===== config.mk =====
export PLATFORM = sky130hd
export DESIGN_NAME = tccs_fifo
export DESIGN_NICKNAME = d
export VERILOG_FILES = /design/src/sv/text_console_cursor_scroll_top_assert.svh /design/src/sv/tccs_pkg.sv /design/src/sv/tccs_fifo.sv
export SDC_FILE = /design/constraint.sdc
export NUM_CORES = 1
export LEC_CHECK = 0
export ABC_AREA = 1
export BUFFER_PORTS_ARGS = -buffer_cell sky130_fd_sc_hd__buf_4
export CAP_MARGIN = 40
export CORE_MARGIN = 2
export CORE_UTILIZATION = 45
export DETAILED_ROUTE_END_ITERATION = 10
export PLACE_DENSITY_LB_ADDON = 0.25
export SLEW_MARGIN = 40
export SYNTH_ARGS = -nofsm -noshare
export SYNTH_HDL_FRONTEND = slang
export SYNTH_SLANG_ARGS = --single-unit

===== constraint.sdc =====
create_clock -name clk -period 2.6 [get_ports clk]
set_clock_uncertainty 0.15 [all_clocks]
set_input_delay 0.65 -clock clk [delete_from_list [all_inputs] [get_ports clk]]
set_output_delay 0.65 -clock clk [all_outputs]
set_load 0.1 [all_outputs]

===== src/sv/text_console_cursor_scroll_top_assert.svh =====
// assertion macros shared by the console engine rtl
// depends on clk and rst_n being visible where a macro is used
`ifndef TEXT_CONSOLE_CURSOR_SCROLL_TOP_ASSERT_SVH
`define TEXT_CONSOLE_CURSOR_SCROLL_TOP_ASSERT_SVH

// condition must hold at every edge out of reset
`define TCCS_ASSERT_ALWAYS(label, cond, msg) \
  label: assert property (@(posedge clk) disable iff (!rst_n) (cond)) else $error(msg);

// consequence must hold in the same cycle as the antecedent
`define TCCS_ASSERT_IMPLY(label, ante, cons, msg) \
  label: assert property (@(posedge clk) disable iff (!rst_n) (ante) |-> (cons)) else $error(msg);

`endif


===== src/sv/tccs_pkg.sv =====
// shared types and codes of the text console engine
// no dependencies
package tccs_pkg;

  // request and result payloads
  typedef struct packed {
    logic [1:0] operation;
    logic [7:0] character;
    logic [7:0] column;
    logic [7:0] row;
  } in_item_t;

  typedef struct packed {
    logic [1:0]  status;
    logic [10:0] cursor_position;
  } out_item_t;

  // operation codes
  localparam logic [1:0] OP_PRINT = 2'd0;
  localparam logic [1:0] OP_MOVE  = 2'd1;
  localparam logic [1:0] OP_CLEAR = 2'd2;

  // control characters
  localparam logic [7:0] CHAR_NEWLINE = 8'd10;
  localparam logic [7:0] CHAR_TAB     = 8'd9;

  // status codes
  localparam logic [1:0] ST_OK        = 2'd0;
  localparam logic [1:0] ST_BOUNDS    = 2'd1;
  localparam logic [1:0] ST_NO_SCROLL = 2'd2;

  // configuration register indexes
  localparam logic [1:0] CFG_TEXT_COLOR   = 2'd0;
  localparam logic [1:0] CFG_BLANK_CHAR   = 2'd1;
  localparam logic [1:0] CFG_SCROLL_EN    = 2'd2;

  // classified command passed from front to back
  typedef enum logic [2:0] {
    CMD_PUT,
    CMD_NEWLINE,
    CMD_TAB,
    CMD_MOVE,
    CMD_MOVE_BAD,
    CMD_CLEAR,
    CMD_NOP
  } cmd_kind_t;

  typedef struct packed {
    cmd_kind_t  kind;
    logic [7:0] character;
    logic [7:0] column;
    logic [7:0] row;
  } cmd_t;

  // configuration seen by the back end
  typedef struct packed {
    logic [7:0] text_color;
    logic [7:0] blank_character;
    logic       scroll_enable;
  } cfg_t;

endpackage


===== src/sv/tccs_fifo.sv =====
// two-entry command queue between front and back end
// depends on tccs_pkg
module tccs_fifo import tccs_pkg::*; (
  input  logic clk,
  input  logic rst_n,
  input  logic push,
  input  cmd_t din,
  input  logic pop,
  output logic not_empty,
  output logic full,
  output cmd_t dout
);

  cmd_t       entry_r [2];
  logic       wr_ptr_r;
  logic       rd_ptr_r;
  logic [1:0] count_r;

  assign not_empty = count_r != 2'd0;
  assign full      = count_r == 2'd2;
  assign dout      = entry_r[rd_ptr_r];

  // payload storage
  always_ff @(posedge clk) begin
    if (push) begin
      entry_r[wr_ptr_r] <= din;
    end
  end

  // pointers and fill level
  always_ff @(posedge clk) begin
    if (!rst_n) begin
      wr_ptr_r <= 1'b0;
      rd_ptr_r <= 1'b0;
      count_r  <= 2'd0;
    end else begin
      if (push) begin
        wr_ptr_r <= !wr_ptr_r;
      end
      if (pop) begin
        rd_ptr_r <= !rd_ptr_r;
      end
      count_r <= count_r + 2'(push) - 2'(pop);
    end
  end

endmodule


======== After elaboration in Yosys (flattened, before gate mapping) ========
Memory sizes are Yosys's and may differ from the RTL's. A register that Yosys moved wholly into a read port is not among the register bits.
Cells that the tools add are included.
operators by class
  $add $sub $neg .......................... 2
  equality and inequality tests ........... 1
  reductions and logical operators ........ 3
  mux-type cells .......................... 4
operator list
  cell                  number
  $mux W1               4
  $add A2 B1 Y2         1
  $eq A2 B2 Y1 const B  1
  $logic_not A1 Y1      2
  $reduce_bool A2 Y1    1
  $sub A2 B1 Y2         1
storage, ports and cells
  bits in writable memories ............... 54
  input bits .............................. 31
  memories ................................ 1
  register bits ........................... 4
  word-level logic and storage cells ...... 14
memory list
  memory   words  bits a word  read ports  clocked after Yosys merged registers in  wr ports  RTL line         text
  entry_r  2      27           1           1                                        1         tccs_fifo.sv:14  cmd_t entry_r [2];

======== Depth between registers and ports, before layout ========
Gate-level depths: netlist (run 1).
  word-level depth ........................ 3
  mapped depth ............................ 7

======== Worst setup path before layout (run 1) ========
Ideal clock, no wire load.
  path kind ............................... flip-flop to output port
  start point ............................. reg count_r[1]
  end point ............................... out full
  arrival ................................. 1.616 ns
  stages on the path, launching flop included .. 3
  path buffers ............................ 0
  slack ................................... 0.184 ns
  cell sequence ........................... dfxtp_1 > inv_1 > nor2_1
on the way
  word-level cells in the longest chain between the ends .. 1
RTL lines
  item                    RTL line         text
  start, declared         tccs_fifo.sv:17  logic [1:0] count_r;
  start signal, assigned  tccs_fifo.sv:43  count_r <= count_r + 2'(push) - 2'(pop);
  $eq A2 B2 Y1            tccs_fifo.sv:20  assign full = count_r == 2'd2;
  end, declared           tccs_fifo.sv:10  output logic full,
No other way between the ends.

==> results.cfg, run 1 <==
[status]
outcome = completed

[cts]
path_clk_slew_ns = 0.06
clock_path_buffers = 2
insertion_delay_ns = 0.33
post_cts_buffers = 0
cts_tree = built
numClockSinks = 59
cts_root_buf = clkbuf_8
post_cts_resized = 0
cts_hold_buf = 0
cts_htree_levels = 3
cts_inserted_buffers = 9

[floorplanning]
die_x_microns = 75.1
ioPinCount = 60
dieHeight_microns = 75.1
dieArea_sq_mm = 0.00565
core_region_area_sq_mm = 0.00479
start_util = 0.476
placementRows = 25

[synthesis]
ys_warn_count = 0
synthCells = 117
yosys.area_share.simple = 0.0302
syn-cell-area_sq_mm = 0.00228
synthXorXnorAreaFrac = 0
synth_top_family_by_area = multiplexers
yosysUniqueCellTypes = 12
synth_compound_area_frac = 0.00220
ys_seq_area_frac = 0.756
synthAdderAreaFrac = 0.0110
ys_ff_latch = 59
syn_nets = 150
synthMuxAreaShare = 0.166
avgSynthCellArea_sq_um = 19.5

[placement]
pre_cts_slack_ns = 0.432
place_inst = 246
routabilityCongestion = 0.637
io_buffer_count = 59
hpwl_microns = 2810

[job]
drv_cap = 0

[layout]
finalNonFillerCells = 262
multi_input_area_sq_um = 480
utilization = 0.631
num-fill-cells = 360
nets = 223
antenna_cells = 0
syn_to_final_growth_pct = 32.6
seq_area_sq_mm = 0.00172
layout-drive-gt1-share = 0.554

[sta]
fin_ws_ns = 0.0995
finalSetupViolations = 0
relSlewSlack = 0.676
setup_tns_ns = 0
fmax_mhz = 400
min_period_ns = 2.50
slew_violations = 0
rsz0062_at_grt = no
tightestPinTransition_ns = 0.486
post-route-period-util = 0.962
finalHoldViolCount = 0
timing.hold.ws_ns = 0.353

[drt]
num_vias = 1221
wire_per_inst_microns = 14.8
vias_per_cell = 4.66
route.detailed.drc = 0
detail_route.iter0.violations = 30
drtAntennaViolNets = 0
drt-total-wl_microns = 3890
first_pass_iters = 4

[setup_path]
end_kind = output pin
startpoint_type = flip-flop
cp.required_ns = 1.80
slowest_delay_ns = 0.50
worst_ep_arrival_time_ns = 1.70
slowest_stage = dfxtp_2
critPathMostFrequentCell = buf_4
crit_chain = buf_4 > mux2_2 > buf_4
critPathKind = flip-flop to output pin
path_max_fanout = 10

[global_routing]
grt_pass1_vias = 1273
grt_pass1_wl_microns = 5670
antenna_found_initial = 0
grt_usage = 0.151
grt-ovfl-total = 0
grt_max_degree = 13

[power_and_ir_drop]
power_density_mw_per_mm2 = 855
vdd_drop_max_mv = 0.486
p_leak_nw = 1.25

[hold_path]
hold_path.class = input port to flip-flop
-- final cells by class --
cell class,instances,area share
clock inverter,5,0.0253
inverter,7,0.00870
sequential,59,0.571
timing repair buffer,65,0.162
tap,67,0.0278
clock buffer,11,0.0468
multi-input combinational,48,0.159
-- critical path, delay by kind of cell (launching register included) --
family | cells | cell delay (ns)
muxes | 1 | 0.36
DFF | 1 | 0.50
buffers and inverters | 2 | 0.51
-- logic make-up (layout without fill, tap and decap cells) --
family	after synthesis	count (layout)
buffers and inverters	10	88
multiplexers	27	27
AND/OR/NAND/NOR	18	18
adder cells (fa/ha/maj)	2	2
AO/OA/AOI/OAI	1	1
flip-flops	59	59
-- synth_stat cells --
cell type | number | area share
a21oi_1 | 1 | 0.0022
buf_12 | 2 | 0.018
buf_6 | 1 | 0.0049
dfxtp_1 | 5 | 0.044
edfxtp_1 | 54 | 0.71
ha_1 | 2 | 0.011
inv_1 | 7 | 0.012
mux2_2 | 7 | 0.035
mux2_4 | 20 | 0.13
nand2_1 | 9 | 0.015
nand3_1 | 1 | 0.0022
nor2_1 | 8 | 0.013
-- through the flow --
step           cell area [sq um]  total power (W)
2_1_floorplan               2280          0.00159
3_3_place_gp                2800          0.00170
3_5_place_dp                2800          0.00171
4_1_cts                     3020          0.00261
5_1_grt                     3020          0.00267
6_report                    3020          0.00258
-- where the power goes --
group          internal (W)  total (W)  leakage (nW)  switching, W
combinational      0.000156   0.000574         0.589      0.000418
sequential          0.00110    0.00112         0.549     0.0000200
clock              0.000561   0.000893         0.107      0.000332
-- metal layers --
layer  routed length (microns)  up-vias  part of all wire  track usage
li1                          -      578                 -            -
met1                      1450      597              0.37        0.148
met2                      2100       39              0.54        0.254
met3                       262        7             0.067       0.0643
met4                        70        0             0.018        0.105
met5                         0        -                 0            0
-- cells in the final DEF, fill, tap and decap left out, drive strengths merged --
| cell type | count |
|---|---|
| inv | 7 |
| nor2 | 8 |
| nand3 | 1 |
| dfxtp | 5 |
| ha | 2 |
| buf | 65 |
| a21oi | 1 |
| mux2 | 27 |
| bufinv | 2 |
| nand2 | 9 |
| clkbuf | 11 |
| clkinvlp | 1 |
| edfxtp | 54 |
| clkinv | 2 |
-- path summary, 6_finish.rpt --
check | startpoint | to | slack, ns | cells past startpoint
setup reg to reg | wr_ptr_r | entry_r[1][17] | 1.07 | 3
hold reg to reg | rd_ptr_r | flip-flop | 0.37 | 2
hold / removal | din[2] | entry_r[1][2] | 0.35 | 1
setup / recovery | flip-flop | dout[26] | 0.1 | 3
-- state kept, by name, indices dropped and copies added, names as in the netlist, named ones only --
register  flops
count_r       2
entry_r      54
rd_ptr_r      1
wr_ptr_r      1
Note: power is estimated with default switching activity, not from simulation.
==> run 2: changes to the inputs <==
- CORE_MARGIN: 2 -> not set
==> run 2 against run 1 <==
  * Wire length is 2.6% lower
  * Hold slack better by 0.0038 ns
  * Clock power is 27% lower
  * Critical path depth stayed put
  * Final cell count is 0.38% lower
  * Clock-buffer cell count stayed put
  * Via count is 2.2% lower
  * Register-to-register slack better by 0.17 ns
  * Global-route usage is 0.49 points higher
  * First-iteration DRC count is 57% higher
  * Cell area is 2.2% lower
==> results.cfg, run 2 (synthesis results as in run 1) <==
[drt]
drt-total-wl_microns = 3790
drtAntennaViolNets = 0
first_pass_iters = 4
num_vias = 1194
wire_per_inst_microns = 14.5
detail_route.iter0.violations = 47
vias_per_cell = 4.57
route.detailed.drc = 0

[global_routing]
top_usage_layer = met2
grt_pass1_wl_microns = 5620
grt-ovfl-total = 0
grt_max_degree = 16
grt_util_met1 = 0.159
grt_pass1_vias = 1210
grt_usage = 0.156
grtUsageMet3 = 0.0649
grt_util_met2 = 0.263
antenna_found_initial = 0

[cts]
insertion_delay_ns = 0.32
clock_path_buffers = 2
cts_hold_buf = 0
cts_root_buf = clkbuf_8
post_cts_resized = 0
path_clk_slew_ns = 0.06
cts_inserted_buffers = 9
numClockSinks = 59
cts_tree = built
post_cts_buffers = 0
cts_htree_levels = 3

[sta]
tightestPinTransition_ns = 0.283
relSlewSlack = 0.813
finalHoldViolCount = 0
finalSetupViolations = 0
fmax_mhz = 434
min_period_ns = 2.31
setup_tns_ns = 0
slew_violations = 0
post-route-period-util = 0.887
rsz0062_at_grt = no

[setup_path]
path_delay_family = buffers and inverters
end_kind = output pin
critPathKind = flip-flop to output pin
worst_ep_arrival_time_ns = 1.51
crit_chain = buf_4 > mux2_2 > buf_4
slowest_stage = mux2_2
critPathMostFrequentCell = buf_4
startpoint_type = flip-flop
cp.required_ns = 1.80
slowest_delay_ns = 0.37
crit_buf_inv = 2
path_max_fanout = 15

[job]
drv_cap = 0

[status]
outcome = completed

[layout]
layout-drive-gt1-share = 0.546
syn_to_final_growth_pct = 29.6
layout_commonest_cell = buf_4
antenna_cells = 0
top_regs = entry_r x54, count_r x2
multi_input_area_sq_um = 480
largest_reg_flops = 54
num-fill-cells = 374
most-common-layout-cells = 65 x buf_4, 54 x edfxtp_1, 20 x mux2_4
nets = 223
seq_area_sq_mm = 0.00172
regMostFlops = entry_r

[power_and_ir_drop]
p_leak_nw = 1.22
power_density_mw_per_mm2 = 792
p_total_w = 0.00234
vdd_drop_max_mv = 0.533

[floorplanning]
placementRows = 25
start_util = 0.476
ioPinCount = 60
core_region_area_sq_mm = 0.00479
die_x_microns = 73.1
dieArea_sq_mm = 0.00535
dieHeight_microns = 73.1

[placement]
hpwl_microns = 2680
routabilityCongestion = 0.632
io_buffer_count = 59

[hold_path]
hold_path.class = input port to flip-flop
[run 2: per-layer routing]
| metal | vias to the layer above | routed length, microns | part of all wire |
|---|---|---|---|
| met3 | 6 | 201 | 0.053 |
| met5 | - | 0 | 0 |
| met2 | 39 | 2010 | 0.53 |
| met1 | 572 | 1500 | 0.40 |
| met4 | 0 | 70 | 0.018 |
| li1 | 577 | - | - |
[run 2: path summary, 6_finish.rpt]
path / from / end / slack [ns] / cells after the start
worst max-delay path: flip-flop / dout[26] / 0.29 / 3
worst min-delay path: din[20] / entry_r[0][20] / 0.36 / 1
worst max register to register: count_r[0] / count_r[1] / 1.24 / 6
worst min register to register: wr_ptr_r / wr_ptr_r / 0.36 / 2
[run 2: final cells by class]
type	instances	area share
multi-input cells	48	0.163
well taps	67	0.0284
flip-flops and latches	59	0.584
inverters	7	0.00890
clock inverters	4	0.00636
repair buffers	65	0.165
clock buffers	11	0.0445
[run 2: stage by stage]
step           hold slack, ns  cell area, sq um  instances  utilization  worst slack (ns)
6_report                0.357              2950        261        0.617             0.295
5_1_grt                 0.333              2950        261        0.617             0.220
4_1_cts                 0.340              2950        261        0.617             0.263
3_5_place_dp            0.353              2800        246        0.585             0.624
3_3_place_gp            0.329              2800        246        0.585             0.643
2_1_floorplan           0.313              2280        117            -             0.184
[run 2: where the power goes]
group / internal (W) / switching, W
sequential: 0.00110 / 0.0000158
combinational: 0.000156 / 0.000421
clock: 0.000332 / 0.000318
total: 0.00158 / 0.000755
==> run 3: changes to the inputs <==
- RECOVER_POWER: not set -> 50
==> run 3 against run 2 <==
  * Die area did not move
  * Via count shrank 0.84%
  * Critical endpoint unchanged
  * First-iteration DRC count shrank 17%
==> results.cfg, run 3 (synthesis results as in run 1) <==
[floorplanning]
dieArea_sq_mm = 0.00535
placementRows = 25
ioPinCount = 60
dieHeight_microns = 73.1
core_region_area_sq_mm = 0.00479
start_util = 0.476
die_x_microns = 73.1

[placement]
hpwl_microns = 2680
pre_cts_slack_ns = 0.624
placed_cell_area_sq_mm = 0.00280
place_inst = 246
routabilityCongestion = 0.632
io_buffer_count = 59

[layout]
layout_commonest_cell = edfxtp_1
most-common-layout-cells = 54 x edfxtp_1, 34 x buf_4, 20 x mux2_4, 20 x clkbuf_4, 13 x clkbuf_1
largest_reg_flops = 54
regMostFlops = entry_r
nets = 223
design_area_sq_mm = 0.00291
syn_to_final_growth_pct = 27.7
layout-drive-gt1-share = 0.485
num-fill-cells = 386
antenna_cells = 0
top_regs = entry_r x54, count_r x2
finalNonFillerCells = 261

[sta]
timing.hold.ws_ns = 0.351
slew_violations = 0
setup_tns_ns = 0
relSlewSlack = 0.529
rsz0062_at_grt = no
fmax_mhz = 434
post-route-period-util = 0.886
min_period_ns = 2.30
tightestPinTransition_ns = 0.707
finalHoldViolCount = 0
fin_ws_ns = 0.297
finalSetupViolations = 0

[global_routing]
antenna_found_initial = 0
grt_pass1_vias = 1210
grt-ovfl-total = 0
grt_usage = 0.156
grt_max_degree = 16
grt_pass1_wl_microns = 5620

[power_and_ir_drop]
p_clk_frac = 0.277
intPower_w = 0.00158
vdd_drop_max_mv = 0.522
power_switching_w = 0.000749
p_leak_nw = 1.17
power_frac_comb = 0.244
switching_share = 0.322
seq_power_share = 0.478
power_density_mw_per_mm2 = 799

[setup_path]
startpoint_type = flip-flop
worst_ep_arrival_time_ns = 1.50
critPathMostFrequentCell = buf_4
slowest_stage = mux2_2
path_max_fanout = 15
crit_buf_inv = 2
path_delay_family = buffers and inverters
critPathKind = flip-flop to output pin
crit_chain = buf_4 > mux2_2 > buf_4
cp.required_ns = 1.80
end_kind = output pin
slowest_delay_ns = 0.37

[drt]
drt-total-wl_microns = 3730
route.detailed.drc = 0
vias_per_cell = 4.54
wire_per_inst_microns = 14.3
num_vias = 1184
detail_route.iter0.violations = 39
drtAntennaViolNets = 0
first_pass_iters = 4

[cts]
post_cts_resized = 0
cts_tree = built
clock_path_buffers = 2
cts_root_buf = clkbuf_8
insertion_delay_ns = 0.32
cts_htree_levels = 3
cts_hold_buf = 0
numClockSinks = 59
cts_inserted_buffers = 9
path_clk_slew_ns = 0.06
post_cts_buffers = 0

[hold_path]
hold_path.class = flip-flop to flip-flop

[job]
drv_cap = 0

[status]
outcome = completed
## run 3: cell types whose count changed in the layout (fill, tap and decap cells not counted)
| cell | before | now |
|---|---|---|
| buf_4 | 65 | 34 |
| clkbuf_1 | 2 | 13 |
| clkbuf_4 | 0 | 20 |
| nor2_1 | 7 | 8 |
| nor2_2 | 1 | 0 |
## run 3: final timing paths
path                                  endpoint  slack [ns]  depth (start not counted)  startpoint
worst max-delay path                  dout[26]        0.30                          3   flip-flop
worst max register to register  entry_r[1][11]        1.07                          3    wr_ptr_r
worst min-delay path                  wr_ptr_r        0.35                          2    wr_ptr_r
worst min register to register        wr_ptr_r        0.35                          2    wr_ptr_r
## run 3: cell type report
class,count,area (sq um),area share
well taps,67,83.8,0.0288
multi-input cells,48,478,0.164
flip-flops and latches,59,1720,0.593
clock buffers,11,131,0.0452
repair buffers,65,447,0.154
clock inverters,4,18.8,0.00645
inverters,7,26.3,0.00904
## run 3: per-layer routing
metal | up-vias | global-route usage | share of wire
li1 | 580 | - | -
met1 | 558 | 0.159 | 0.39
met2 | 42 | 0.263 | 0.55
met3 | 4 | 0.0649 | 0.054
met4 | 0 | 0.0959 | 0.013
met5 | - | 0 | 0
## run 3: worst register-to-register path, stage by stage, from the launching register on
cell      delay (ns)
dfxtp_1         0.35
nand2_1         0.07
inv_1           0.07
clkbuf_1        0.53
## run 3: through the flow
stage / utilization / total power, W
floorplan: - / 0.00159
global placement: 0.585 / 0.00170
detailed placement: 0.585 / 0.00171
CTS: 0.617 / 0.00236
global route: 0.608 / 0.00241
finish: 0.608 / 0.00232
## run 3: power groups by stage
stage,clock network (W),registers [W],logic [W]
after floorplan,0,0.00113,0.000460
after global routing,0.000705,0.00112,0.000588
after global placement,0,0.00113,0.000569
after detailed placement,0,0.00113,0.000581
after CTS,0.000667,0.00111,0.000582
final,0.000645,0.00111,0.000568
