File: config.mk
export PLATFORM = sky130hd
export DESIGN_NAME = tccs_back_flat
export DESIGN_NICKNAME = d
export VERILOG_FILES = /design/src/sv/tccs_pkg.sv /design/src/sv/tccs_stream_if.sv /design/src/sv/tccs_back.sv /design/src/flat_wrapper.sv
export VERILOG_INCLUDE_DIRS = /design/src /design/src/sv
export SDC_FILE = /design/constraint.sdc
export NUM_CORES = 1
export LEC_CHECK = 0
export ABC_CLOCK_PERIOD_IN_PS = 2850
export BUFFER_PORTS_ARGS = -buffer_cell sky130_fd_sc_hd__buf_2
export CAP_MARGIN = 20
export CORE_MARGIN = 3
export CORE_UTILIZATION = 35
export DETAILED_ROUTE_END_ITERATION = 16
export GPL_ROUTABILITY_DRIVEN = 0
export SLEW_MARGIN = 20
export SYNTH_ARGS = -nofsm -noshare
export SYNTH_HDL_FRONTEND = slang
export SYNTH_SLANG_ARGS = --single-unit
File: constraint.sdc
create_clock -name clk -period 2.85 [get_ports clk]
set_input_delay 0.1425 -clock clk [delete_from_list [all_inputs] [get_ports clk]]
set_output_delay 0.1425 -clock clk [all_outputs]
set_load 0.02 [all_outputs]
File: src/sv/text_console_cursor_scroll_top_assert.svh
// assertion macros shared by the console engine rtl
// depends on clk and rst_n being visible where a macro is used
`ifndef TEXT_CONSOLE_CURSOR_SCROLL_TOP_ASSERT_SVH
`define TEXT_CONSOLE_CURSOR_SCROLL_TOP_ASSERT_SVH

// condition must hold at every edge out of reset
`define TCCS_ASSERT_ALWAYS(label, cond, msg) \
  label: assert property (@(posedge clk) disable iff (!rst_n) (cond)) else $error(msg);

// consequence must hold in the same cycle as the antecedent
`define TCCS_ASSERT_IMPLY(label, ante, cons, msg) \
  label: assert property (@(posedge clk) disable iff (!rst_n) (ante) |-> (cons)) else $error(msg);

`endif

File: src/sv/tccs_pkg.sv
// shared types and codes of the text console engine
// no dependencies
package tccs_pkg;

  // request and result payloads
  typedef struct packed {
    logic [1:0] operation;
    logic [7:0] character;
    logic [7:0] column;
    logic [7:0] row;
  } in_item_t;

  typedef struct packed {
    logic [1:0]  status;
    logic [10:0] cursor_position;
  } out_item_t;

  // operation codes
  localparam logic [1:0] OP_PRINT = 2'd0;
  localparam logic [1:0] OP_MOVE  = 2'd1;
  localparam logic [1:0] OP_CLEAR = 2'd2;

  // control characters
  localparam logic [7:0] CHAR_NEWLINE = 8'd10;
  localparam logic [7:0] CHAR_TAB     = 8'd9;

  // status codes
  localparam logic [1:0] ST_OK        = 2'd0;
  localparam logic [1:0] ST_BOUNDS    = 2'd1;
  localparam logic [1:0] ST_NO_SCROLL = 2'd2;

  // configuration register indexes
  localparam logic [1:0] CFG_TEXT_COLOR   = 2'd0;
  localparam logic [1:0] CFG_BLANK_CHAR   = 2'd1;
  localparam logic [1:0] CFG_SCROLL_EN    = 2'd2;

  // classified command passed from front to back
  typedef enum logic [2:0] {
    CMD_PUT,
    CMD_NEWLINE,
    CMD_TAB,
    CMD_MOVE,
    CMD_MOVE_BAD,
    CMD_CLEAR,
    CMD_NOP
  } cmd_kind_t;

  typedef struct packed {
    cmd_kind_t  kind;
    logic [7:0] character;
    logic [7:0] column;
    logic [7:0] row;
  } cmd_t;

  // configuration seen by the back end
  typedef struct packed {
    logic [7:0] text_color;
    logic [7:0] blank_character;
    logic       scroll_enable;
  } cfg_t;

endpackage

File: src/sv/tccs_stream_if.sv
// valid/ready stream channel used for requests and results
// payload type is set by the instantiating scope
interface tccs_stream_if #(parameter type payload_t = logic);
  logic     valid;
  logic     ready;
  payload_t payload;

  modport source(output valid, output payload, input ready);
  modport sink(input valid, input payload, output ready);
endinterface

File: src/sv/tccs_back.sv
// back end: cursor state, cell memory sequencer and result register
// depends on tccs_pkg, tccs_stream_if and the assertion macro header
`include "text_console_cursor_scroll_top_assert.svh"

module tccs_back import tccs_pkg::*; #(
  parameter int COLUMNS   = 80,
  parameter int ROWS      = 25,
  parameter int TAB_WIDTH = 4
) (
  input  logic          clk,
  input  logic          rst_n,
  input  cfg_t          cfg,
  input  logic          q_valid,
  input  cmd_t          q_cmd,
  output logic          q_pop,
  output logic          init_busy,
  tccs_stream_if.source out_if
);

  localparam int CELLS = COLUMNS * ROWS;
  localparam int AW    = $clog2(CELLS);
  localparam int CW    = $clog2(COLUMNS);
  localparam int RW    = $clog2(ROWS);
  localparam int TW    = $clog2(TAB_WIDTH + 1);

  localparam logic [AW-1:0] LAST_BASE = AW'(CELLS - COLUMNS);
  localparam logic [AW-1:0] LAST_CELL = AW'(CELLS - 1);
  localparam logic [AW-1:0] ROW_STEP  = AW'(COLUMNS);
  localparam logic [CW-1:0] LAST_COL  = CW'(COLUMNS - 1);
  localparam logic [RW-1:0] LAST_ROW  = RW'(ROWS - 1);

  typedef enum logic [2:0] {
    S_INIT,
    S_IDLE,
    S_TAB,
    S_SCROLL,
    S_BLANK,
    S_CLEAR,
    S_FINISH
  } state_t;

  state_t          state_r, state_nxt;
  logic [CW-1:0]   col_r, col_nxt;
  logic [RW-1:0]   row_r, row_nxt;
  logic [AW-1:0]   base_r, base_nxt;
  logic [AW-1:0]   idx_r, idx_nxt;
  logic [AW-1:0]   pidx_r, pidx_nxt;
  logic            pend_r, pend_nxt;
  logic [TW-1:0]   tab_left_r, tab_left_nxt;
  logic [1:0]      status_r, status_nxt;
  logic            out_valid_r, out_valid_nxt;
  out_item_t       out_data_r, out_data_nxt;

  // cell memory
  logic [15:0]     cell_mem [CELLS];
  logic [15:0]     rdata_r;
  logic            mem_we;
  logic [AW-1:0]   mem_waddr;
  logic [15:0]     mem_wdata;
  logic            mem_re;
  logic [AW-1:0]   mem_raddr;

  // cursor step helpers
  logic [AW-1:0]   lin;
  logic            last_col;
  logic            last_row;
  logic            at_end;
  logic [CW-1:0]   adv_col;
  logic [RW-1:0]   adv_row;
  logic [AW-1:0]   adv_base;
  logic [CW-1:0]   nl_col;
  logic [RW-1:0]   nl_row;
  logic [AW-1:0]   nl_base;
  logic [AW-1:0]   move_base;
  logic            out_free;
  logic            out_load;
  logic [15:0]     blank_cell;
  logic [TW-1:0]   tab_dec;

  assign lin        = base_r + AW'(col_r);
  assign last_col   = col_r == LAST_COL;
  assign last_row   = row_r == LAST_ROW;
  assign at_end     = last_col && last_row;
  assign move_base  = AW'(int'(q_cmd.row) * COLUMNS);
  assign blank_cell = {cfg.text_color, cfg.blank_character};
  assign tab_dec    = tab_left_r - TW'(1);
  assign out_free   = !out_valid_r || out_if.ready;
  assign init_busy  = state_r == S_INIT;

  assign out_if.valid   = out_valid_r;
  assign out_if.payload = out_data_r;

  // one-cell advance; at the last cell either the scroll target or a hold
  always_comb begin
    adv_col  = col_r;
    adv_row  = row_r;
    adv_base = base_r;
    if (!last_col) begin
      adv_col = col_r + CW'(1);
    end else if (!last_row) begin
      adv_col  = '0;
      adv_row  = row_r + RW'(1);
      adv_base = base_r + ROW_STEP;
    end else if (cfg.scroll_enable) begin
      adv_col = '0;
    end
  end

  // newline; on the last row either the scroll target or the last cell
  always_comb begin
    nl_col  = '0;
    nl_row  = row_r;
    nl_base = base_r;
    if (!last_row) begin
      nl_row  = row_r + RW'(1);
      nl_base = base_r + ROW_STEP;
    end else if (!cfg.scroll_enable) begin
      nl_col = LAST_COL;
    end
  end

  // sequencer
  always_comb begin
    state_nxt    = state_r;
    col_nxt      = col_r;
    row_nxt      = row_r;
    base_nxt     = base_r;
    idx_nxt      = idx_r;
    pidx_nxt     = pidx_r;
    pend_nxt     = 1'b0;
    tab_left_nxt = tab_left_r;
    status_nxt   = status_r;
    q_pop        = 1'b0;
    out_load     = 1'b0;
    mem_we       = 1'b0;
    mem_waddr    = lin;
    mem_wdata    = blank_cell;
    mem_re       = 1'b0;
    mem_raddr    = idx_r + ROW_STEP;

    case (state_r)
      S_INIT: begin
        mem_we    = 1'b1;
        mem_waddr = idx_r;
        mem_wdata = '0;
        if (idx_r == LAST_CELL) begin
          idx_nxt   = '0;
          state_nxt = S_IDLE;
        end else begin
          idx_nxt = idx_r + AW'(1);
        end
      end
      S_IDLE: begin
        if (q_valid && out_free) begin
          q_pop        = 1'b1;
          idx_nxt      = '0;
          tab_left_nxt = '0;
          status_nxt   = ST_OK;
          case (q_cmd.kind)
            CMD_PUT: begin
              mem_we    = 1'b1;
              mem_wdata = {cfg.text_color, q_cmd.character};
              col_nxt   = adv_col;
              row_nxt   = adv_row;
              base_nxt  = adv_base;
              if (at_end && cfg.scroll_enable) begin
                state_nxt = S_SCROLL;
              end else begin
                out_load = 1'b1;
                if (at_end) begin
                  status_nxt = ST_NO_SCROLL;
                end
              end
            end
            CMD_NEWLINE: begin
              col_nxt  = nl_col;
              row_nxt  = nl_row;
              base_nxt = nl_base;
              if (last_row && cfg.scroll_enable) begin
                state_nxt = S_SCROLL;
              end else begin
                out_load = 1'b1;
                if (last_row) begin
                  status_nxt = ST_NO_SCROLL;
                end
              end
            end
            CMD_TAB: begin
              tab_left_nxt = TW'(TAB_WIDTH);
              state_nxt    = S_TAB;
            end
            CMD_MOVE: begin
              col_nxt  = CW'(q_cmd.column);
              row_nxt  = RW'(q_cmd.row);
              base_nxt = move_base;
              out_load = 1'b1;
            end
            CMD_MOVE_BAD: begin
              status_nxt = ST_BOUNDS;
              out_load   = 1'b1;
            end
            CMD_CLEAR: begin
              col_nxt   = '0;
              row_nxt   = '0;
              base_nxt  = '0;
              state_nxt = S_CLEAR;
            end
            default: begin
              out_load = 1'b1;
            end
          endcase
        end
      end
      S_TAB: begin
        mem_we       = 1'b1;
        col_nxt      = adv_col;
        row_nxt      = adv_row;
        base_nxt     = adv_base;
        tab_left_nxt = tab_dec;
        if (at_end && !cfg.scroll_enable) begin
          status_nxt = ST_NO_SCROLL;
        end
        if (at_end && cfg.scroll_enable) begin
          idx_nxt   = '0;
          state_nxt = S_SCROLL;
        end else if (tab_dec == '0) begin
          state_nxt = S_FINISH;
        end
      end
      S_SCROLL: begin
        // copy one row up: read ahead one row, write the previous read
        if (pend_r) begin
          mem_we    = 1'b1;
          mem_waddr = pidx_r;
          mem_wdata = rdata_r;
        end
        if (idx_r != LAST_BASE) begin
          mem_re   = 1'b1;
          pend_nxt = 1'b1;
          pidx_nxt = idx_r;
          idx_nxt  = idx_r + AW'(1);
        end else begin
          state_nxt = S_BLANK;
        end
      end
      S_BLANK: begin
        mem_we    = 1'b1;
        mem_waddr = idx_r;
        if (idx_r == LAST_CELL) begin
          idx_nxt   = '0;
          state_nxt = (tab_left_r != '0) ? S_TAB : S_FINISH;
        end else begin
          idx_nxt = idx_r + AW'(1);
        end
      end
      S_CLEAR: begin
        mem_we    = 1'b1;
        mem_waddr = idx_r;
        if (idx_r == LAST_CELL) begin
          idx_nxt   = '0;
          state_nxt = S_FINISH;
        end else begin
          idx_nxt = idx_r + AW'(1);
        end
      end
      S_FINISH: begin
        if (out_free) begin
          out_load  = 1'b1;
          state_nxt = S_IDLE;
        end
      end
      default: begin
        state_nxt = S_IDLE;
      end
    endcase
  end

  // result register
  always_comb begin
    out_valid_nxt = out_valid_r && !out_if.ready;
    out_data_nxt  = out_data_r;
    if (out_load) begin
      out_valid_nxt                = 1'b1;
      out_data_nxt.status          = status_nxt;
      out_data_nxt.cursor_position = 11'(base_nxt + AW'(col_nxt));
    end
  end

  // state and registered outputs
  always_ff @(posedge clk) begin
    if (!rst_n) begin
      state_r     <= S_INIT;
      col_r       <= '0;
      row_r       <= '0;
      base_r      <= '0;
      idx_r       <= '0;
      pend_r      <= 1'b0;
      tab_left_r  <= '0;
      status_r    <= ST_OK;
      out_valid_r <= 1'b0;
    end else begin
      state_r     <= state_nxt;
      col_r       <= col_nxt;
      row_r       <= row_nxt;
      base_r      <= base_nxt;
      idx_r       <= idx_nxt;
      pend_r      <= pend_nxt;
      tab_left_r  <= tab_left_nxt;
      status_r    <= status_nxt;
      out_valid_r <= out_valid_nxt;
    end
    pidx_r     <= pidx_nxt;
    out_data_r <= out_data_nxt;
  end

  // cell memory ports
  always_ff @(posedge clk) begin
    if (mem_we) begin
      cell_mem[mem_waddr] <= mem_wdata;
    end
    if (mem_re) begin
      rdata_r <= cell_mem[mem_raddr];
    end
  end

  `TCCS_ASSERT_ALWAYS(a_cursor_in_screen, (int'(col_r) < COLUMNS) && (int'(row_r) < ROWS), "cursor left the screen")
  `TCCS_ASSERT_ALWAYS(a_base_matches_row, int'(base_r) == int'(row_r) * COLUMNS, "row base out of step with row")
  `TCCS_ASSERT_IMPLY(a_pop_only_idle, q_pop, state_r == S_IDLE, "command taken while busy")
  `TCCS_ASSERT_IMPLY(a_load_slot_free, out_load, !out_valid_r || out_if.ready, "result overwritten before taken")
  `TCCS_ASSERT_IMPLY(a_write_in_range, mem_we, int'(mem_waddr) < CELLS, "cell write beyond the buffer")

endmodule

File: src/flat_wrapper.sv
// flat-port wrapper written by rule: the top's interface ports become plain ports
module tccs_back_flat import tccs_pkg::*;
#(
  parameter int COLUMNS   = 80,
  parameter int ROWS      = 25,
  parameter int TAB_WIDTH = 4
)
  (clk, rst_n, cfg, q_valid, q_cmd, q_pop, init_busy, out_if_valid, out_if_payload, out_if_ready);
  tccs_stream_if out_if_i ();
  input  logic clk;
  input  logic rst_n;
  input  cfg_t cfg;
  input  logic q_valid;
  input  cmd_t q_cmd;
  output logic q_pop;
  output logic init_busy;
  output wire logic [$bits(out_if_i.valid)-1:0] out_if_valid;
  output wire logic [$bits(out_if_i.payload)-1:0] out_if_payload;
  input wire logic [$bits(out_if_i.ready)-1:0] out_if_ready;
  assign out_if_valid = out_if_i.valid;
  assign out_if_payload = out_if_i.payload;
  assign out_if_i.ready = out_if_ready;
  tccs_back #(.COLUMNS(COLUMNS), .ROWS(ROWS), .TAB_WIDTH(TAB_WIDTH)) u_core (.clk(clk), .rst_n(rst_n), .cfg(cfg), .q_valid(q_valid), .q_cmd(q_cmd), .q_pop(q_pop), .init_busy(init_busy), .out_if(out_if_i));
endmodule
Yosys cells after proc, flatten, opt, wreduce, memory -nomap -nowiden
Cells that the tools add are included.
{"block": "word_totals", "out_inout_bits": 4, "register_bits": 42, "input_bits": 48}
{"block": "classes", "n_mul": 1, "eq_ne": 27, "n_addsub": 6, "n_reduce_logical": 20, "mux": 48}
{"cell": "11-bit case mux with 4 select lines", "count": 2}
{"cell": "11-bit 2-to-1 mux", "count": 7}
{"cell": "7-bit 2-to-1 mux", "count": 6}
{"cell": "3-bit 2-to-1 mux", "count": 13}
{"cell": "7-bit case mux with 4 select lines", "count": 1}
{"cell": "11-bit case mux with 2 select lines", "count": 1}
{"cell": "3-bit case mux with 7 select lines", "count": 1}
{"cell": "5-bit case mux with 4 select lines", "count": 1}
{"cell": "5-bit 2-to-1 mux", "count": 3}
{"cell": "2-bit by 1-bit inequality test with 1-bit output, second input constant", "count": 7}
{"cell": "7-bit case mux with 2 select lines", "count": 1}
{"cell": "3-bit by 2-bit == test with 1-bit output, second input constant", "count": 4}
{"cell": "3-bit == test, second input constant", "count": 4}
{"cell": "3-bit case mux with 4 select lines", "count": 1}
{"cell": "11-bit by 1-bit adder with 11-bit output, second input constant", "count": 1}
{"cell": "11-bit by 7-bit adder with 11-bit output, second input constant", "count": 1}
{"cell": "11-bit == test, second input constant", "count": 1}
{"cell": "11-bit inequality test, second input constant", "count": 1}
{"cell": "5-bit by 4-bit inequality test with 1-bit output, second input constant", "count": 2}
{"cell": "5-bit case mux with 2 select lines", "count": 1}
{"cell": "10-bit AND reduction", "count": 1}
{"cell": "3-bit zero test", "count": 3}
{"cell": "8-bit by 3-bit multiplier with 7-bit output, second input constant", "count": 1}
{"cell": "7-bit by 1-bit adder with 7-bit output, second input constant", "count": 1}
{"cell": "24 further kinds", "count": 37}

Logic depth before layout (Yosys ltp)
{"block": "logic_depth", "ltp_word": 8, "mapped_depth": 10, "ltp_nobuf": 8}

Worst setup path before layout
OpenSTA, ideal clock, no wires.
{"block": "synth_timing", "path_type": "register -> register", "from": "register u_core.row_r[0]", "to": "register u_core.idx_r[4]", "path_buffers": 2, "slack_ns": 0.910, "required_time_ns": 2.713, "setup_time_ns": 0.137, "arrival_ns": 1.803, "path_stages_with_launch": 11, "path_cell_list": "dfxtp_1 -> inv_1 -> ha_1 -> and4b_1 -> and4_1 -> buf_2 -> o22a_1 -> buf_4 -> nand3_1 -> xor2_1 -> nor2_1"}
{"block": "synth_via", "elab_chain_cells": 5}
{"element": "from (decl)", "line": "tccs_back.sv:44", "rtl": "logic [RW-1:0] row_r, row_nxt;"}
{"element": "from (signal assigned)", "line": "tccs_back.sv:304", "rtl": "row_r <= row_nxt;"}
{"element": "5-bit == test", "line": "tccs_back.sv:82", "rtl": "assign last_row = row_r == LAST_ROW;"}
{"element": "1-bit logical AND", "line": "tccs_back.sv:83", "rtl": "assign at_end = last_col && last_row;"}
{"element": "1-bit logical AND", "line": "tccs_back.sv:223", "rtl": "if (at_end && cfg.scroll_enable) begin"}
{"element": "2-bit by 1-bit inequality test with 1-bit output (no source line)"}
{"element": "4-bit AND reduction (no source line)"}
{"element": "to (signal assigned)", "line": "tccs_back.sv:306", "rtl": "idx_r <= idx_nxt;"}
{"element": "to (decl)", "line": "tccs_back.sv:46", "rtl": "logic [AW-1:0] idx_r, idx_nxt;"}
No other way between the ends.
A chain may end at the register's enable or synchronous reset.

Worst setup path in the final report
{"block": "layout_timing", "from": "register u_core.state_r[1]", "to": "register u_core.row_r[2]"}
{"block": "layout_via", "elab_chain_cells": 3, "elab_cells_between_ends": 7, "cone_classes": "eq/ne (4); mux (1); reduce/logical (2)"}
{"element": "from (decl)", "line": "tccs_back.sv:42", "rtl": "state_t state_r, state_nxt;"}
{"element": "from (signal assigned)", "line": "tccs_back.sv:302", "rtl": "state_r <= state_nxt;"}
{"element": "3-bit by 1-bit == test with 1-bit output or 3-bit by 2-bit == test with 1-bit output (tied branches)"}
{"element": "5-bit by 4-bit inequality test with 1-bit output (no source line) (tied with other cells)"}
{"element": "3-bit AND reduction (no source line)"}
Several ways; a longest one is shown, not always the timed one.

==> flow_summary.ini <==
[final_layout]
area_growth_pct = 11.3
fin_cells = 393
antenna_cells = 0
final_common_cell = nor2_1
mostFrequentLayoutCells = nor2_1, dfxtp_1, a21oi_1
drive_gt1_frac = 0.126
final_nets = 373
final_util = 0.413

[synth]
async_flop_share = 0
synth_ff_type = dfxtp_1
yosys-top-cells-area = dfxtp_1, nor2_1, a21oi_1
yosysWarnings = 0
syn-cell-area_sq_mm = 0.00226
avgSynthCellArea_sq_um = 7.56
ys_types = 58
synth_edf_count = 1
synth.top_cell.area_share = 0.274
syn_inst = 299
synth.ff_latch_count = 32
synth-seq-area-share = 0.288
syn_nets = 355
synth_top_cell_by_area = dfxtp_1

[sta]
worst_slew_pin_slew_ns = 0.703
relSlewSlack = 0.525
max_freq_mhz = 437
grt_setup_unrepaired = no
fin_tns_setup_ns = 0
hold_viol_final = 0
min_period_ns = 2.29
fin_crit_sh = 0.804
drv_slew = 0
fin_skew_ns = 0.00542
setup_viol = 0

[drt]
postRouteAntennaNets = 0
drt-total-wl_mm = 5.62
wl_per_cell_microns = 14.3
vias = 2183
remaining_drc_errors = 0
first_pass_iters = 4
first_iter_violations = 97
avgViaCountPerCell = 5.55

[critical_path]
start_kind = flip-flop
cp.required_ns = 3.04
critPathCapture = u_core.row_r[2]$_SDFFE_PN0P_
cp-end-kind = flip-flop
crit_type = flip-flop to flip-flop
critPathMaxFanout = 14
ff2ff_setup_slack_ns = 0.56
reg2reg_to = u_core.row_r[2]$_SDFFE_PN0P_
r2r-start = u_core.state_r[1]$_SDFFE_PN0P_
r2r.worst_path.cells = 5
cp.arrival_ns = 2.48
cp-startpoint = u_core.state_r[1]$_SDFFE_PN0P_

[grt]
grt_pass1_vias = 2105
gr-usage-all-layers = 0.163
grt_max_degree = 16
grt_util_met1 = 0.205
antenna_found_initial = 0
use_met3 = 0.0390
gr-usage-met2 = 0.272
grt_pass1_wl_mm = 9.78
grt_overflow = 0
busiest_layer = met2

[floorplan]
rows = 28
die_y_microns = 86.4
core_sq_mm = 0.00610
ios = 52
initial_core_util = 0.371
die_width_microns = 86.4
die_area_sq_mm = 0.00746

[clocking]
post_cts_resize_count = 0
cts_root_buf = clkbuf_8
cts_buffer_depth = 2
htree_levels = 2
holdBufCountCts = 0
clkTransAtPathRegs_ns = 0.07
cts_made_buffers = 5
postCtsSetupBuffers = 0
clock-sinks = 32
cts_tree = yes
clkLatencyLatePin_ns = 0.29

[power]
worst_ir_drop_vdd_v = 0.000211
power_density_mw_per_mm2 = 373
p_leak_nw = 0.965
finalPower_uw = 938

[hold_path]
holdCritPathClass = primary input to flip-flop

[place]
numPortBuffers = 23
dpl.hpwl_mm = 4.11
placed_cells = 385

[run]
max-cap-violations = 0

[status]
outcome = finished clean
==> flip-flops by register name (all words and copies together), names as in the netlist <==
register               count
u_core.base_r              1
u_core.col_r               7
u_core.idx_r              11
u_core.out_if.payload      1
u_core.out_if.valid        1
u_core.row_r               5
u_core.state_r             3
u_core.tab_left_r          3
==> cell usage after synthesis (4+ instances only) <==
cell	n
a21o_1	4
nor3_1	6
nand3b_1	4
clkbuf_1	6
nand2b_1	6
nor2_1	34
o21ai_0	9
xnor2_1	4
nor2b_1	6
a31oi_1	4
a21oi_1	25
nand2_1	24
inv_1	11
and4_1	4
ha_1	8
xor2_1	12
and3_1	8
o21ai_1	9
buf_2	6
dfxtp_1	31
nand4_1	5
nand3_1	22
==> final cells by class <==
class | count | area (sq um)
Multi-Input combinational cell | 240 | 1480
Clock buffer | 6 | 93.8
Sequential cell | 32 | 651
Inverter | 12 | 45.0
Fill cell | 659 | 3580
Timing Repair Buffer | 26 | 138
Clock inverter | 2 | 12.5
Tap cell | 75 | 93.8
==> critical path, stage by stage (launching register included) <==
cell,delay (ns)
dfxtp_1,0.61
or3b_1,0.58
a22o_1,0.46
a21oi_4,0.25
nand3_2,0.08
a31o_1,0.21
==> per-stage QoR <==
step | hold WS [ns] | area, sq um | setup slack [ns]
finish | 0.0960 | 2520 | 0.559
global route | 0.115 | 2520 | 0.297
global placement | 0.402 | 2410 | 0.587
detailed placement | 0.404 | 2410 | 0.569
floorplan | 0.289 | 2260 | 0.910
CTS | 0.0952 | 2520 | 0.549
==> report_power, final <==
group | internal (mW) | switching (mW)
Combinational | 0.0276 | 0.0415
Clock | 0.223 | 0.190
Sequential | 0.452 | 0.00385
==> cell families (layout without fill, tap and decap cells) <==
| family | after synthesis | in the layout | synth area share |
|---|---|---|---|
| simple gates | 139 | 139 | 0.328 |
| compound gates | 75 | 75 | 0.213 |
| flops | 32 | 32 | 0.288 |
| buf+inv | 27 | 46 | 0.0564 |
| xor+xnor | 16 | 16 | 0.0620 |
| fa+ha+maj | 8 | 8 | 0.0443 |
| mux | 2 | 2 | 0.00885 |
==> layer usage <==
| layer | vias up | wire [microns] |
|---|---|---|
| met5 | - | 0 |
| met4 | 0 | 93 |
| met3 | 12 | 251 |
| met2 | 53 | 2600 |
| met1 | 1004 | 2670 |
| li1 | 1114 | - |
==> how the worst min path moves through the flow <==
| stage | startpoint | slack (ns) | to | cells past startpoint |
|---|---|---|---|---|
| 5_1_grt | q_cmd[12] | 0.11 | u_core.col_r[4]$_SDFFE_PN0P_ | 3 |
| 3_5_place_dp | q_cmd[12] | 0.40 | u_core.col_r[4]$_SDFFE_PN0P_ | 3 |
| 6_report | q_cmd[12] | 0.1 | u_core.col_r[4]$_SDFFE_PN0P_ | 3 |
| 4_1_cts | q_cmd[12] | 0.1 | u_core.col_r[4]$_SDFFE_PN0P_ | 3 |
| 3_3_place_gp | q_cmd[12] | 0.40 | u_core.col_r[4]$_SDFFE_PN0P_ | 3 |
| 2_1_floorplan | rst_n | 0.29 | u_core.state_r[2]$_SDFFE_PN0P_ | 2 |
Note: power is estimated with default switching activity, not from simulation.
